==> src/design/rlf_pkg.sv <==
// rlf_pkg: shared types, codes and reset values of the RGB LED fade controller.
// No dependencies; used by every module in design/.
package rlf_pkg;

    localparam int IDX_W = 6;

    // switch event codes
    localparam logic [1:0] EV_ON      = 2'd0;
    localparam logic [1:0] EV_STANDBY = 2'd1;

    // command codes
    localparam logic [2:0] MODE_ON      = 3'd1;
    localparam logic [2:0] MODE_STANDBY = 3'd2;
    localparam logic [2:0] MODE_SCALE   = 3'd3;
    localparam logic [2:0] MODE_COLOUR  = 3'd4;

    // register indexes
    localparam logic [1:0] REG_FADE_STEP      = 2'd0;
    localparam logic [1:0] REG_ON_COLOUR      = 2'd1;
    localparam logic [1:0] REG_STANDBY_FIRST  = 2'd2;
    localparam logic [1:0] REG_STANDBY_SECOND = 2'd3;

    // register reset values
    localparam logic [7:0]  FADE_STEP_RST      = 8'd5;
    localparam logic [23:0] ON_COLOUR_RST      = 24'h966400;
    localparam logic [23:0] STANDBY_FIRST_RST  = 24'h001E1E;
    localparam logic [23:0] STANDBY_SECOND_RST = 24'h001414;

    // one LED's wanted and shown pattern
    typedef struct packed {
        logic [23:0] tcol;
        logic        tlit;
        logic [23:0] scol;
        logic        slit;
    } t_led;

    // configuration registers
    typedef struct packed {
        logic [7:0]  fade_step;
        logic [23:0] on_colour;
        logic [23:0] standby_first;
        logic [23:0] standby_second;
    } t_cfg;

    // the tick item being worked on
    typedef struct packed {
        logic [1:0]  switch_event;
        logic [2:0]  mode;
        logic [8:0]  brightness;
        logic [23:0] colour;
    } t_cmd;

    // control from the sequencer to the head unit
    typedef struct packed {
        logic upd;     // update pass: apply event and command
        logic differ;  // fade pass: patterns differed after update
    } t_head_ctl;

endpackage

==> src/design/rlf_cell.sv <==
// rlf_cell: one stage of the LED ring, holds the pattern of one LED.
// Depends on rlf_pkg (t_led).
module rlf_cell (
    input  logic          i_clk,
    input  logic          i_rst_n,
    input  logic          i_shift,
    input  rlf_pkg::t_led i_next,
    output rlf_pkg::t_led o_led
);

    rlf_pkg::t_led r_led;

    always_ff @(posedge i_clk) begin
        if (!i_rst_n) begin
            r_led <= '0;
        end else if (i_shift) begin
            r_led <= i_next;
        end
    end

    assign o_led = r_led;

endmodule

==> src/design/rlf_head.sv <==
// rlf_head: processing unit at the head of the LED ring; applies event and
// command to the wanted pattern, or fades the shown one. Depends on rlf_pkg.
module rlf_head (
    input  rlf_pkg::t_led             i_led,
    input  logic [rlf_pkg::IDX_W-1:0] i_idx,
    input  rlf_pkg::t_head_ctl        i_ctl,
    input  rlf_pkg::t_cmd             i_cmd,
    input  rlf_pkg::t_cfg             i_cfg,
    output rlf_pkg::t_led             o_led,
    output logic                      o_mismatch
);

    function automatic logic [7:0] scale_chan(input logic [7:0] c, input logic [8:0] k);
        logic [16:0] p;
        begin
            p = 17'(c) * 17'(k);
            scale_chan = p[16] ? 8'hFF : p[15:8];
        end
    endfunction

    function automatic logic [7:0] move_chan(input logic [7:0] cur, input logic [7:0] tgt,
                                             input logic wanted, input logic [7:0] fs);
        logic [7:0] d;
        begin
            d = (tgt > cur) ? (tgt - cur) : (cur - tgt);
            if (!wanted) begin
                move_chan = (cur < fs) ? 8'd0 : (cur - fs);
            end else if (d < fs) begin
                move_chan = tgt;
            end else begin
                move_chan = (tgt > cur) ? (cur + fs) : (cur - fs);
            end
        end
    endfunction

    logic [23:0] w_sb_col;
    logic        w_sb_lit;
    logic [23:0] w_ev_col;
    logic        w_ev_lit;
    logic [23:0] w_new_col;
    logic        w_new_lit;
    logic [7:0]  w_r;
    logic [7:0]  w_g;
    logic [7:0]  w_b;
    logic [7:0]  w_fs;

    assign w_fs = i_cfg.fade_step;

    // standby pattern for this LED
    always_comb begin
        w_sb_col = 24'd0;
        w_sb_lit = 1'b0;
        if (i_idx == rlf_pkg::IDX_W'(0)) begin
            w_sb_col = i_cfg.standby_first;
            w_sb_lit = 1'b1;
        end else if (i_idx == rlf_pkg::IDX_W'(1)) begin
            w_sb_col = i_cfg.standby_second;
            w_sb_lit = 1'b1;
        end
    end

    // event first
    always_comb begin
        case (i_cmd.switch_event)
            rlf_pkg::EV_ON: begin
                w_ev_col = i_cfg.on_colour;
                w_ev_lit = 1'b1;
            end
            rlf_pkg::EV_STANDBY: begin
                w_ev_col = w_sb_col;
                w_ev_lit = w_sb_lit;
            end
            default: begin
                w_ev_col = i_led.tcol;
                w_ev_lit = i_led.tlit;
            end
        endcase
    end

    // then the command
    always_comb begin
        w_new_lit = w_ev_lit;
        case (i_cmd.mode)
            rlf_pkg::MODE_ON: begin
                w_new_col = i_cfg.on_colour;
                w_new_lit = 1'b1;
            end
            rlf_pkg::MODE_STANDBY: begin
                w_new_col = w_sb_col;
                w_new_lit = w_sb_lit;
            end
            rlf_pkg::MODE_SCALE: begin
                w_new_col = {scale_chan(w_ev_col[23:16], i_cmd.brightness),
                             scale_chan(w_ev_col[15:8],  i_cmd.brightness),
                             scale_chan(w_ev_col[7:0],   i_cmd.brightness)};
            end
            rlf_pkg::MODE_COLOUR: begin
                w_new_col = i_cmd.colour;
            end
            default: begin
                w_new_col = w_ev_col;
            end
        endcase
    end

    assign w_r = move_chan(i_led.scol[23:16], i_led.tcol[23:16], i_led.tlit, w_fs);
    assign w_g = move_chan(i_led.scol[15:8],  i_led.tcol[15:8],  i_led.tlit, w_fs);
    assign w_b = move_chan(i_led.scol[7:0],   i_led.tcol[7:0],   i_led.tlit, w_fs);

    always_comb begin
        o_led = i_led;
        if (i_ctl.upd) begin
            o_led.tcol = w_new_col;
            o_led.tlit = w_new_lit;
        end else if (i_ctl.differ) begin
            o_led.scol = {w_r, w_g, w_b};
            o_led.slit = !((w_r < w_fs) && (w_g < w_fs) && (w_b < w_fs));
        end
    end

    assign o_mismatch = (w_new_col != i_led.scol) || (w_new_lit != i_led.slit);

endmodule

==> src/design/rgb_led_fade_controller_top.sv <==
// rgb_led_fade_controller_top: RGB LED fade controller, ring of LED cells.
// Depends on rlf_pkg, rlf_cell and rlf_head.
//
// Each input item is one tick. The LED patterns live in a ring of LED_COUNT
// cells that rotates through one shared head unit. After an item is taken the
// ring makes two full turns: the first applies the switch event and command to
// every wanted pattern and notes whether any LED still differs from its shown
// pattern; the second fades each shown pattern if so and hands one result item
// per LED, index order, to the output register. No new item is taken until
// both turns of the ring are done, and the second turn pauses while the
// output stalls. Configuration goes over the APB-style port at byte
// addresses 0, 4, 8, 12.
module rgb_led_fade_controller_top #(
    parameter int LED_COUNT = 16
) (
    input  logic        i_clk,
    input  logic        i_rst_n,
    // configuration port
    input  logic        psel,
    input  logic        penable,
    input  logic        pwrite,
    input  logic [3:0]  paddr,
    input  logic [31:0] pwdata,
    output logic [31:0] prdata,
    output logic        pready,
    // tick items
    input  logic        i_in_valid,
    output logic        o_in_ready,
    input  logic [1:0]  i_switch_event,
    input  logic [2:0]  i_mode,
    input  logic [8:0]  i_brightness,
    input  logic [7:0]  i_red_in,
    input  logic [7:0]  i_green_in,
    input  logic [7:0]  i_blue_in,
    // LED result items
    output logic        o_out_valid,
    input  logic        i_out_ready,
    output logic [5:0]  o_led_index,
    output logic [7:0]  o_red_out,
    output logic [7:0]  o_green_out,
    output logic [7:0]  o_blue_out,
    output logic        o_lit,
    output logic        o_last_led
);

    localparam int CW = (LED_COUNT > 1) ? $clog2(LED_COUNT) : 1;
    localparam logic [CW-1:0] LAST = CW'(LED_COUNT - 1);

    typedef enum logic [2:0] {
        S_IDLE = 3'b001,
        S_UPD  = 3'b010,
        S_EMIT = 3'b100
    } t_state;

    t_state            r_state, n_state;
    logic [CW-1:0]     r_cnt, n_cnt;
    logic              r_differ, n_differ;
    rlf_pkg::t_cfg     r_cfg;
    rlf_pkg::t_cmd     r_cmd;
    logic              r_out_valid;
    logic [5:0]        r_out_idx;
    logic [23:0]       r_out_col;
    logic              r_out_lit;
    logic              r_out_last;

    rlf_pkg::t_led      w_led [LED_COUNT];
    rlf_pkg::t_led      w_head_out;
    rlf_pkg::t_head_ctl w_ctl;
    logic               w_mismatch;
    logic               w_shift;
    logic               w_slot_free;
    logic               w_in_acc;
    logic               w_cfg_wr;

    // ---------------------------------------------------------------- config
    assign pready   = 1'b1;
    assign w_cfg_wr = psel && penable && pwrite;

    always_ff @(posedge i_clk) begin
        if (!i_rst_n) begin
            r_cfg.fade_step      <= rlf_pkg::FADE_STEP_RST;
            r_cfg.on_colour      <= rlf_pkg::ON_COLOUR_RST;
            r_cfg.standby_first  <= rlf_pkg::STANDBY_FIRST_RST;
            r_cfg.standby_second <= rlf_pkg::STANDBY_SECOND_RST;
        end else if (w_cfg_wr) begin
            case (paddr[3:2])
                rlf_pkg::REG_FADE_STEP:      r_cfg.fade_step      <= pwdata[7:0];
                rlf_pkg::REG_ON_COLOUR:      r_cfg.on_colour      <= pwdata[23:0];
                rlf_pkg::REG_STANDBY_FIRST:  r_cfg.standby_first  <= pwdata[23:0];
                rlf_pkg::REG_STANDBY_SECOND: r_cfg.standby_second <= pwdata[23:0];
                default: ;
            endcase
        end
    end

    always_comb begin
        case (paddr[3:2])
            rlf_pkg::REG_FADE_STEP:      prdata = {24'd0, r_cfg.fade_step};
            rlf_pkg::REG_ON_COLOUR:      prdata = {8'd0, r_cfg.on_colour};
            rlf_pkg::REG_STANDBY_FIRST:  prdata = {8'd0, r_cfg.standby_first};
            rlf_pkg::REG_STANDBY_SECOND: prdata = {8'd0, r_cfg.standby_second};
            default:                     prdata = 32'd0;
        endcase
    end

    // ------------------------------------------------------------- sequencer
    assign o_in_ready  = (r_state == S_IDLE);
    assign w_in_acc    = i_in_valid && o_in_ready;
    assign w_slot_free = !r_out_valid || i_out_ready;

    // update turn never stalls; fade turn moves only into a free output slot
    always_comb begin
        case (r_state)
            S_UPD:   w_shift = 1'b1;
            S_EMIT:  w_shift = w_slot_free;
            default: w_shift = 1'b0;
        endcase
    end

    always_comb begin
        n_state  = r_state;
        n_cnt    = r_cnt;
        n_differ = r_differ;
        case (r_state)
            S_IDLE: begin
                if (w_in_acc) begin
                    n_state  = S_UPD;
                    n_cnt    = '0;
                    n_differ = 1'b0;
                end
            end
            S_UPD: begin
                n_differ = r_differ || w_mismatch;
                if (r_cnt == LAST) begin
                    n_state = S_EMIT;
                    n_cnt   = '0;
                end else begin
                    n_cnt = r_cnt + 1'b1;
                end
            end
            S_EMIT: begin
                if (w_shift) begin
                    if (r_cnt == LAST) begin
                        n_state = S_IDLE;
                        n_cnt   = '0;
                    end else begin
                        n_cnt = r_cnt + 1'b1;
                    end
                end
            end
            default: begin
                n_state = S_IDLE;
                n_cnt   = '0;
            end
        endcase
    end

    always_ff @(posedge i_clk) begin
        if (!i_rst_n) begin
            r_state  <= S_IDLE;
            r_cnt    <= '0;
            r_differ <= 1'b0;
        end else begin
            r_state  <= n_state;
            r_cnt    <= n_cnt;
            r_differ <= n_differ;
        end
    end

    // hold the tick item for both turns
    always_ff @(posedge i_clk) begin
        if (w_in_acc) begin
            r_cmd.switch_event <= i_switch_event;
            r_cmd.mode         <= i_mode;
            r_cmd.brightness   <= i_brightness;
            r_cmd.colour       <= {i_red_in, i_green_in, i_blue_in};
        end
    end

    // ------------------------------------------------------------------ ring
    assign w_ctl.upd    = (r_state == S_UPD);
    assign w_ctl.differ = r_differ;

    rlf_head u_head (
        .i_led      (w_led[0]),
        .i_idx      (rlf_pkg::IDX_W'(r_cnt)),
        .i_ctl      (w_ctl),
        .i_cmd      (r_cmd),
        .i_cfg      (r_cfg),
        .o_led      (w_head_out),
        .o_mismatch (w_mismatch)
    );

    // cell 0 feeds the head; the head's result re-enters at the tail
    for (genvar g = 0; g < LED_COUNT; g++) begin : g_cell
        rlf_cell u_cell (
            .i_clk   (i_clk),
            .i_rst_n (i_rst_n),
            .i_shift (w_shift),
            .i_next  ((g == LED_COUNT - 1) ? w_head_out : w_led[(g + 1) % LED_COUNT]),
            .o_led   (w_led[g])
        );
    end

    // --------------------------------------------------------- output stage
    always_ff @(posedge i_clk) begin
        if (!i_rst_n) begin
            r_out_valid <= 1'b0;
        end else if (r_state == S_EMIT && w_shift) begin
            r_out_valid <= 1'b1;
        end else if (i_out_ready) begin
            r_out_valid <= 1'b0;
        end
    end

    always_ff @(posedge i_clk) begin
        if (r_state == S_EMIT && w_shift) begin
            r_out_idx  <= 6'(r_cnt);
            r_out_col  <= w_head_out.scol;
            r_out_lit  <= w_head_out.slit;
            r_out_last <= (r_cnt == LAST);
        end
    end

    assign o_out_valid = r_out_valid;
    assign o_led_index = r_out_idx;
    assign o_red_out   = r_out_col[23:16];
    assign o_green_out = r_out_col[15:8];
    assign o_blue_out  = r_out_col[7:0];
    assign o_lit       = r_out_lit;
    assign o_last_led  = r_out_last;

    // ------------------------------------------------------------ assertions
    a_acc_starts_update: assert property (@(posedge i_clk) disable iff (!i_rst_n)
        w_in_acc |=> (r_state == S_UPD) && (r_cnt == '0))
        else $error("accepted item did not start the update turn");

    a_update_to_emit: assert property (@(posedge i_clk) disable iff (!i_rst_n)
        (r_state == S_UPD) && (r_cnt == LAST) |=> (r_state == S_EMIT) && (r_cnt == '0))
        else $error("update turn did not hand over to the fade turn");

    a_last_index: assert property (@(posedge i_clk) disable iff (!i_rst_n)
        o_out_valid && o_last_led |-> (o_led_index == 6'(LED_COUNT - 1)))
        else $error("last LED flag on wrong index");

    a_no_emit_outside: assert property (@(posedge i_clk) disable iff (!i_rst_n)
        (r_state != S_EMIT) && !(o_out_valid && !i_out_ready) |=> !o_out_valid)
        else $error("result item outside the fade turn");

endmodule

==> config.mk <==
export PLATFORM = sky130hd
export DESIGN_NAME = rgb_led_fade_controller_top
export DESIGN_NICKNAME = d
export VERILOG_FILES = /design/src/design/rlf_pkg.sv /design/src/design/rlf_cell.sv /design/src/design/rlf_head.sv /design/src/design/rgb_led_fade_controller_top.sv
export SDC_FILE = /design/constraint.sdc
export NUM_CORES = 2
export LEC_CHECK = 0
export BUFFER_PORTS_ARGS = -buffer_cell sky130_fd_sc_hd__buf_2
export CAP_MARGIN = 20
export CORE_ASPECT_RATIO = 0.9
export CORE_MARGIN = 1
export CORE_UTILIZATION = 29
export DETAILED_ROUTE_END_ITERATION = 12
export SKIP_CTS_REPAIR_TIMING = 1
export SYNTH_ARGS = -nofsm -noshare
export SYNTH_HDL_FRONTEND = slang
export SYNTH_SLANG_ARGS = --single-unit
==> constraint.sdc <==
create_clock -name i_clk -period 11.3 [get_ports i_clk]
set_clock_uncertainty 0.05 [all_clocks]
set_input_delay 1.695 -clock i_clk [delete_from_list [all_inputs] [get_ports i_clk]]
set_output_delay 1.695 -clock i_clk [all_outputs]
set_load 0.02 [all_outputs]
* Word-level counts from Yosys, hierarchy flattened
Index checks and enable logic that the tools add are counted.
** Word-level totals
- Bits in registers :: 957
- Output and inout bits :: 67
- Word-level logic and storage cells :: 194
** Cells by class
- Equality and inequality tests :: 19
- Multipliers :: 3
- Reductions and logical operators :: 23
- Magnitude comparators :: 12
- Add/sub/neg operators :: 13
- Mux-type cells :: 44
** Operators by type and width (count)
- 2-to-1 mux 8 bit :: 18
- one-hot mux 32 bit (4 select lines) :: 1
- one-hot mux 24 bit (4 select lines) :: 1
- 2-to-1 mux 25 bit :: 3
- less-than comparator 8 bit :: 9
- subtractor 8 bit :: 9
- multiplier 8 x 9 -> 17 bit :: 3
- 2-to-1 mux 24 bit :: 2
- one-hot mux 24 bit (2 select lines) :: 1
- adder 8 bit :: 3
- > comparator 8 bit :: 3
- != test 24 bit :: 1
- 2-to-1 mux 3 bit :: 4
- 2-to-1 mux 4 bit :: 3
- one-hot mux 4 bit (3 select lines) :: 1
- AND reduction 2 bit :: 6
- == test 3 x 2 -> 1 bit, second input constant :: 3
- one-hot mux 3 bit (3 select lines) :: 1
- one-hot mux 1 bit (2 select lines) :: 4
- == test 3 x 1 -> 1 bit, second input constant :: 2
- == test 3 bit, second input constant :: 2
- logical AND 1 bit :: 6
- logical NOT 6 bit :: 1
- != test 2 bit, second input constant :: 3
- other kinds (13) :: 24

* Longest topological paths before layout
- Word-level depth :: 11
- Mapped depth :: 33
- Mapped depth without buffers :: 31

* Cells and area by module
Synthesis repeated with hierarchy kept, for this count alone.
** Unflattened totals
- Cell total of the unflattened synthesis :: 5104
- Area, all modules :: 51919.8 um^2
** Modules (own cells, without submodules)
- rlf_cell :: instances 16, cells each 161, area an instance 1919.3 um^2
- rlf_head :: instances 1, cells each 1998, area an instance 15120.8 um^2
- rgb_led_fade_controller_top :: instances 1, cells each 530, area an instance 6089.6 um^2

* Worst setup path after synthesis
OpenSTA, ideal clock, no wires.
- Kind :: reg2reg
- From :: register r_cnt[0]
- To :: register r_differ
- Library setup time :: 127 ps
- Arrival time :: 7684 ps
- Clock period less this slack :: 7862 ps
- Stages on the path, launching flop included :: 30
- Data required time :: 11123 ps
- Path buffers :: 4
- Slack :: 3438 ps
- Cell sequence :: dfxtp_1 inv_1 ha_1 clkbuf_1 clkbuf_1 clkbuf_1 nand3b_1 a21oi_1 a211oi_1 a21oi_1 clkbuf_1 and2_1 fa_1 fa_1 inv_1 fa_1 inv_1 fa_1 ha_1 nand3_1 or4_4 a2111o_1 and4_4 o32ai_2 a21oi_1 or4b_1 or4_1 or4_1 nor4_1 a21oi_1
** On the way
- Word-level cells in the longest chain between the ends :: 11
** RTL lines
- start: declaration :: line rgb_led_fade_controller_top.sv:56 : logic [CW-1:0] r_cnt, n_cnt;
- start signal: assignment :: line rgb_led_fade_controller_top.sv:165 : r_cnt <= n_cnt;
- == test 4 x 1 -> 1 bit :: line rlf_head.sv:56 : end else if (i_idx == rlf_pkg::IDX_W'(1)) begin
- 2-to-1 mux 24 bit :: line rlf_head.sv:56
- 2-to-1 mux 24 bit :: line rlf_head.sv:53 : if (i_idx == rlf_pkg::IDX_W'(0)) begin
- one-hot mux 24 bit (2 select lines) :: line rlf_head.sv:64 : case (i_cmd.switch_event)
- multiplier 8 x 9 -> 17 bit :: line rlf_head.sv:16 : p = 17'(c) * 17'(k);
- 2-to-1 mux 8 bit :: line rlf_head.sv:17 : scale_chan = p[16] ? 8'hFF : p[15:8];
- one-hot mux 24 bit (4 select lines) :: line rlf_head.sv:83 : case (i_cmd.mode)
- != test 24 bit :: line rlf_head.sv:121 : assign o_mismatch = (w_new_col != i_led.scol) || (w_new_lit != i_led.slit);
- logical OR 1 bit (*) :: line rlf_head.sv:121
- logical OR 1 bit (*) :: line rgb_led_fade_controller_top.sv:133 : n_differ = r_differ || w_mismatch;
- one-hot mux 1 bit (2 select lines) (*) :: line rgb_led_fade_controller_top.sv:124 : case (r_state)
- end signal: assignment :: line rgb_led_fade_controller_top.sv:166 : r_differ <= n_differ;
- end: declaration :: line rgb_led_fade_controller_top.sv:57 : logic r_differ, n_differ;
Every way passes the cells marked *; elsewhere a longest branch is shown, timed or not.
A chain may end at the register's enable or synchronous reset.

* Final worst setup path
- From :: register r_cmd[37] in the netlist's numbering
- To :: register r_differ
** On the way
- Word-level cells in the longest chain between the ends :: 9
** RTL lines
- start: declaration :: line rgb_led_fade_controller_top.sv:59 : rlf_pkg::t_cmd r_cmd;
- == test 2 x 1 -> 1 bit or logical NOT 2 bit (tied branches) :: line rlf_head.sv:64
- one-hot mux 24 bit (2 select lines) :: line rlf_head.sv:64
- multiplier 8 x 9 -> 17 bit :: line rlf_head.sv:16
- 2-to-1 mux 8 bit :: line rlf_head.sv:17
- one-hot mux 24 bit (4 select lines) :: line rlf_head.sv:83
- != test 24 bit :: line rlf_head.sv:121
- logical OR 1 bit (*) :: line rlf_head.sv:121
- logical OR 1 bit (*) :: line rgb_led_fade_controller_top.sv:133
- one-hot mux 1 bit (2 select lines) (*) :: line rgb_led_fade_controller_top.sv:124
Marked as above.

==> results.md <==
* Status: completed
* Clock slew seen by the registers of the worst setup and hold paths at approximately 70 ps
* Largest net degree at the start of global routing at 249
* Final #Nets at 6517
* Largest area contributor in the netlist: dfxtp_1
* EDFF count, synth at 68
* Final GP Congestion at between 0.9 and 1
* CTS tree: built
* FF-to-FF Start: r_cmd[37]$_DFFE_PP_
* Peak supply drop at 119 uV
* Htree depth at 3
* HP Class: flip-flop to flip-flop
* Top Ports at ~150
* RSZ-0062 raised after global routing: false
* Row count at 142
* Final setup fails at 0
* Cell count after synthesis at 6149
* Crit path DAT at roughly 10000 ps
* Most common cell in the netlist: nand2_1
* Clock Tree Root: clkbuf_16
* Die Y-Extent at 391 um
* Lkg Pwr at 20.2 nW
* Reg2Reg Setup Slack at approximately 1900 ps
* Sequential share of the synthesized area at about two fifths
* Via/cell ratio at 4.95
* Worst EP required at 11850 ps
* Routed len/inst at 17.3 um
* Seq cells post-synth at 957
* Top post-synthesis cells by area: dfxtp_1, nand2_1, a21oi_1
* Fmax at between 100 and 150 MHz
* Crit path kind: flip-flop to flip-flop
* Share of the synthesized area in the top cell type at 36.4%
* Final TNS setup at 0 ps
* Top_reg_cell synth: dfxtp_1
* Post-Syn Area at slightly below 50000 sq um
* Cts bufs inserted at 100
* Antenna-violating nets left at 0
* Gr usage total at 16.7%
* Number of library cell types mapped by synthesis at roughly 90
* Hold Violations, Final at 0
* GRT met2 Usage at 27.4%
* Core Area at about 170000 sq um
* Min Clock Period, post-route at 9450 ps
* Via Count at ~42000
* Startpoint Class: flip-flop
* Async SR Flop Fraction at 0%
* Worst skew pair latency at 720 ps
* Die Wd at 435 um
* Overflow after GRT at 0
* Deepest clock path buffer count at 3
* Area Growth Syn to Fin at 12.6%
* CTS Sinks at around 960
* Initial drt markers at 4136
* Hold path start: g_cell[6].u_cell.o_led[22]$_SDFFE_PN0P_
* CP startpoint: r_cmd[37]$_DFFE_PP_
* Syn avg cell area at 7.94 sq um
* DRC viols at 0
* DRT Wirelength at roughly 140000 um
* Placed Cells at 8189
* Slew @ Worst Pin at 1220 ps
* Die footprint at 170000 sq um
* Vias in the first global route at 39220
* Layout cell share with drive strength beyond 1 at 7.59%
* Initial Util at 29.3%
* Worst setup EP type: flip-flop
* Slew Limit Fails at 0
* Met3 Resource Use GR at 2.58%
* Rel. slew slack at 18.6%
* Maxcap violations at 0
* Tcrit/Tclk final at 83.6%
* First-pass DRT Iterations at 6
* First-pass GRT wire length at 225000 um
* Fin util at 32.9%
* Synth cell count leaders: nand2_1, a21oi_1, dfxtp_1
* Ys Warns at 0
* Initial antenna violation count at 4
* Most crowded layer after global routing: met2
* Finished Layout Cells at 8384
* Pwr dens at approximately 140 nW/um^2
* GRT met1 Usage at roughly 22%
* Final HPWL DP at 99100 um
* Port bufs at 126
* Worst-path maximum fanout at 56
[final cells by class]
| type | count | area [sq um] |
|---|---|---|
| fillers | 17408 | 112000 |
| multi-input cells | 4522 | 26500 |
| flip-flops and latches | 957 | 19800 |
| clock buffers | 149 | 2960 |
| well taps | 2232 | 2790 |
| repair buffers | 218 | 1480 |
| inverters | 265 | 1000 |
| clock inverters | 39 | 435 |
| diodes | 2 | 5.00 |
[power by group]
| group | switching, mW | leakage [nW] | internal (mW) |
|---|---|---|---|
| Clock | 1.42 | 1.67 | 1.90 |
| Sequential | 0.0320 | 7.77 | 3.44 |
| Combinational | 0.775 | 10.8 | 0.364 |
| Total | 2.23 | 20.2 | 5.70 |
[kinds of logic after synthesis]
logic type                 Yosys count  synth area share, %
buffers and inverters              679                 5.35
and+or+nand+nor                   2523                 21.9
AOI/OAI and AO/OA                 1474                 17.5
muxes                               73                 1.79
adders and majority gates          372                 11.6
other                                2               0.0154
DFF                                957                 40.6
xor gates and xnor gates            69                 1.24
[metal layers]
layer  part of all wire [%]  vias to the layer above
met5                      0                        -
met4                    3.2                        0
met3                    5.3                      233
met2                     47                      990
met1                     45                    20008
li1                       -                    20305
[path summary, 6_finish.rpt]
check / to / depth (start not counted)
setup / recovery: r_differ$_SDFFE_PN0P_ / 24
hold / removal: g_cell[5].u_cell.o_led[22]$_SDFFE_PN0P_ / 2
hold reg to reg: g_cell[5].u_cell.o_led[22]$_SDFFE_PN0P_ / 2
setup reg to reg: r_differ$_SDFFE_PN0P_ / 24
[critical path, stage by stage (launching register included)]
cell       delay, ps
edfxtp_1         380
buf_4            330
or4b_2           920
o21ai_0         1000
buf_4            340
nand2_1           90
fa_1             460
inv_1             80
fa_1             440
fa_1             510
inv_1             50
fa_1             480
inv_1             50
ha_1             390
and3_1           220
nand2_1           80
a2111oi_0        770
nor4_1           160
o32ai_2          250
a21oi_1          140
or4b_1           500
or4_1            540
or4_1            600
nor4_1           350
a21oi_1          110
[through the flow]
stage | setup WS (ps) | instance area (sq um) | power (mW) | hold slack, ps
after floorplan | 3440 | 48900 | 4.29 | 379
after detailed placement | 2140 | 51500 | 4.65 | 392
after CTS | 2080 | 54800 | 8.00 | 378
after global routing | 1680 | 55000 | 8.28 | 396
final | 1850 | 55000 | 7.93 | 386
after global placement | 2170 | 51400 | 4.64 | 386
[flip-flops by register name, summed over array words and instances (netlist names), 3 cells and up]
register,count
r_state,3
r_cnt,4
r_cmd,38
o_led_index,4
g_cell.u_cell.o_led,800
r_out_col,24
r_cfg,80
[cell usage in the layout (no fill, tap or decap), types with 35 or more instances in the layout]
cell	netlist	final
a21oi_1	987	986
nor3_1	56	55
a21o_1	38	37
fa_1	135	135
dfxtp_1	889	889
o21ai_0	108	104
and2_1	177	177
inv_1	263	261
mux2_2	35	35
nand2_1	1868	1868
nand3_1	61	61
ha_1	237	237
xnor2_1	51	50
buf_4	11	82
nor2_1	176	176
clkbuf_16	0	100
buf_2	0	126
edfxtp_1	68	68
No activity file was read; power rests on OpenSTA's default activity.
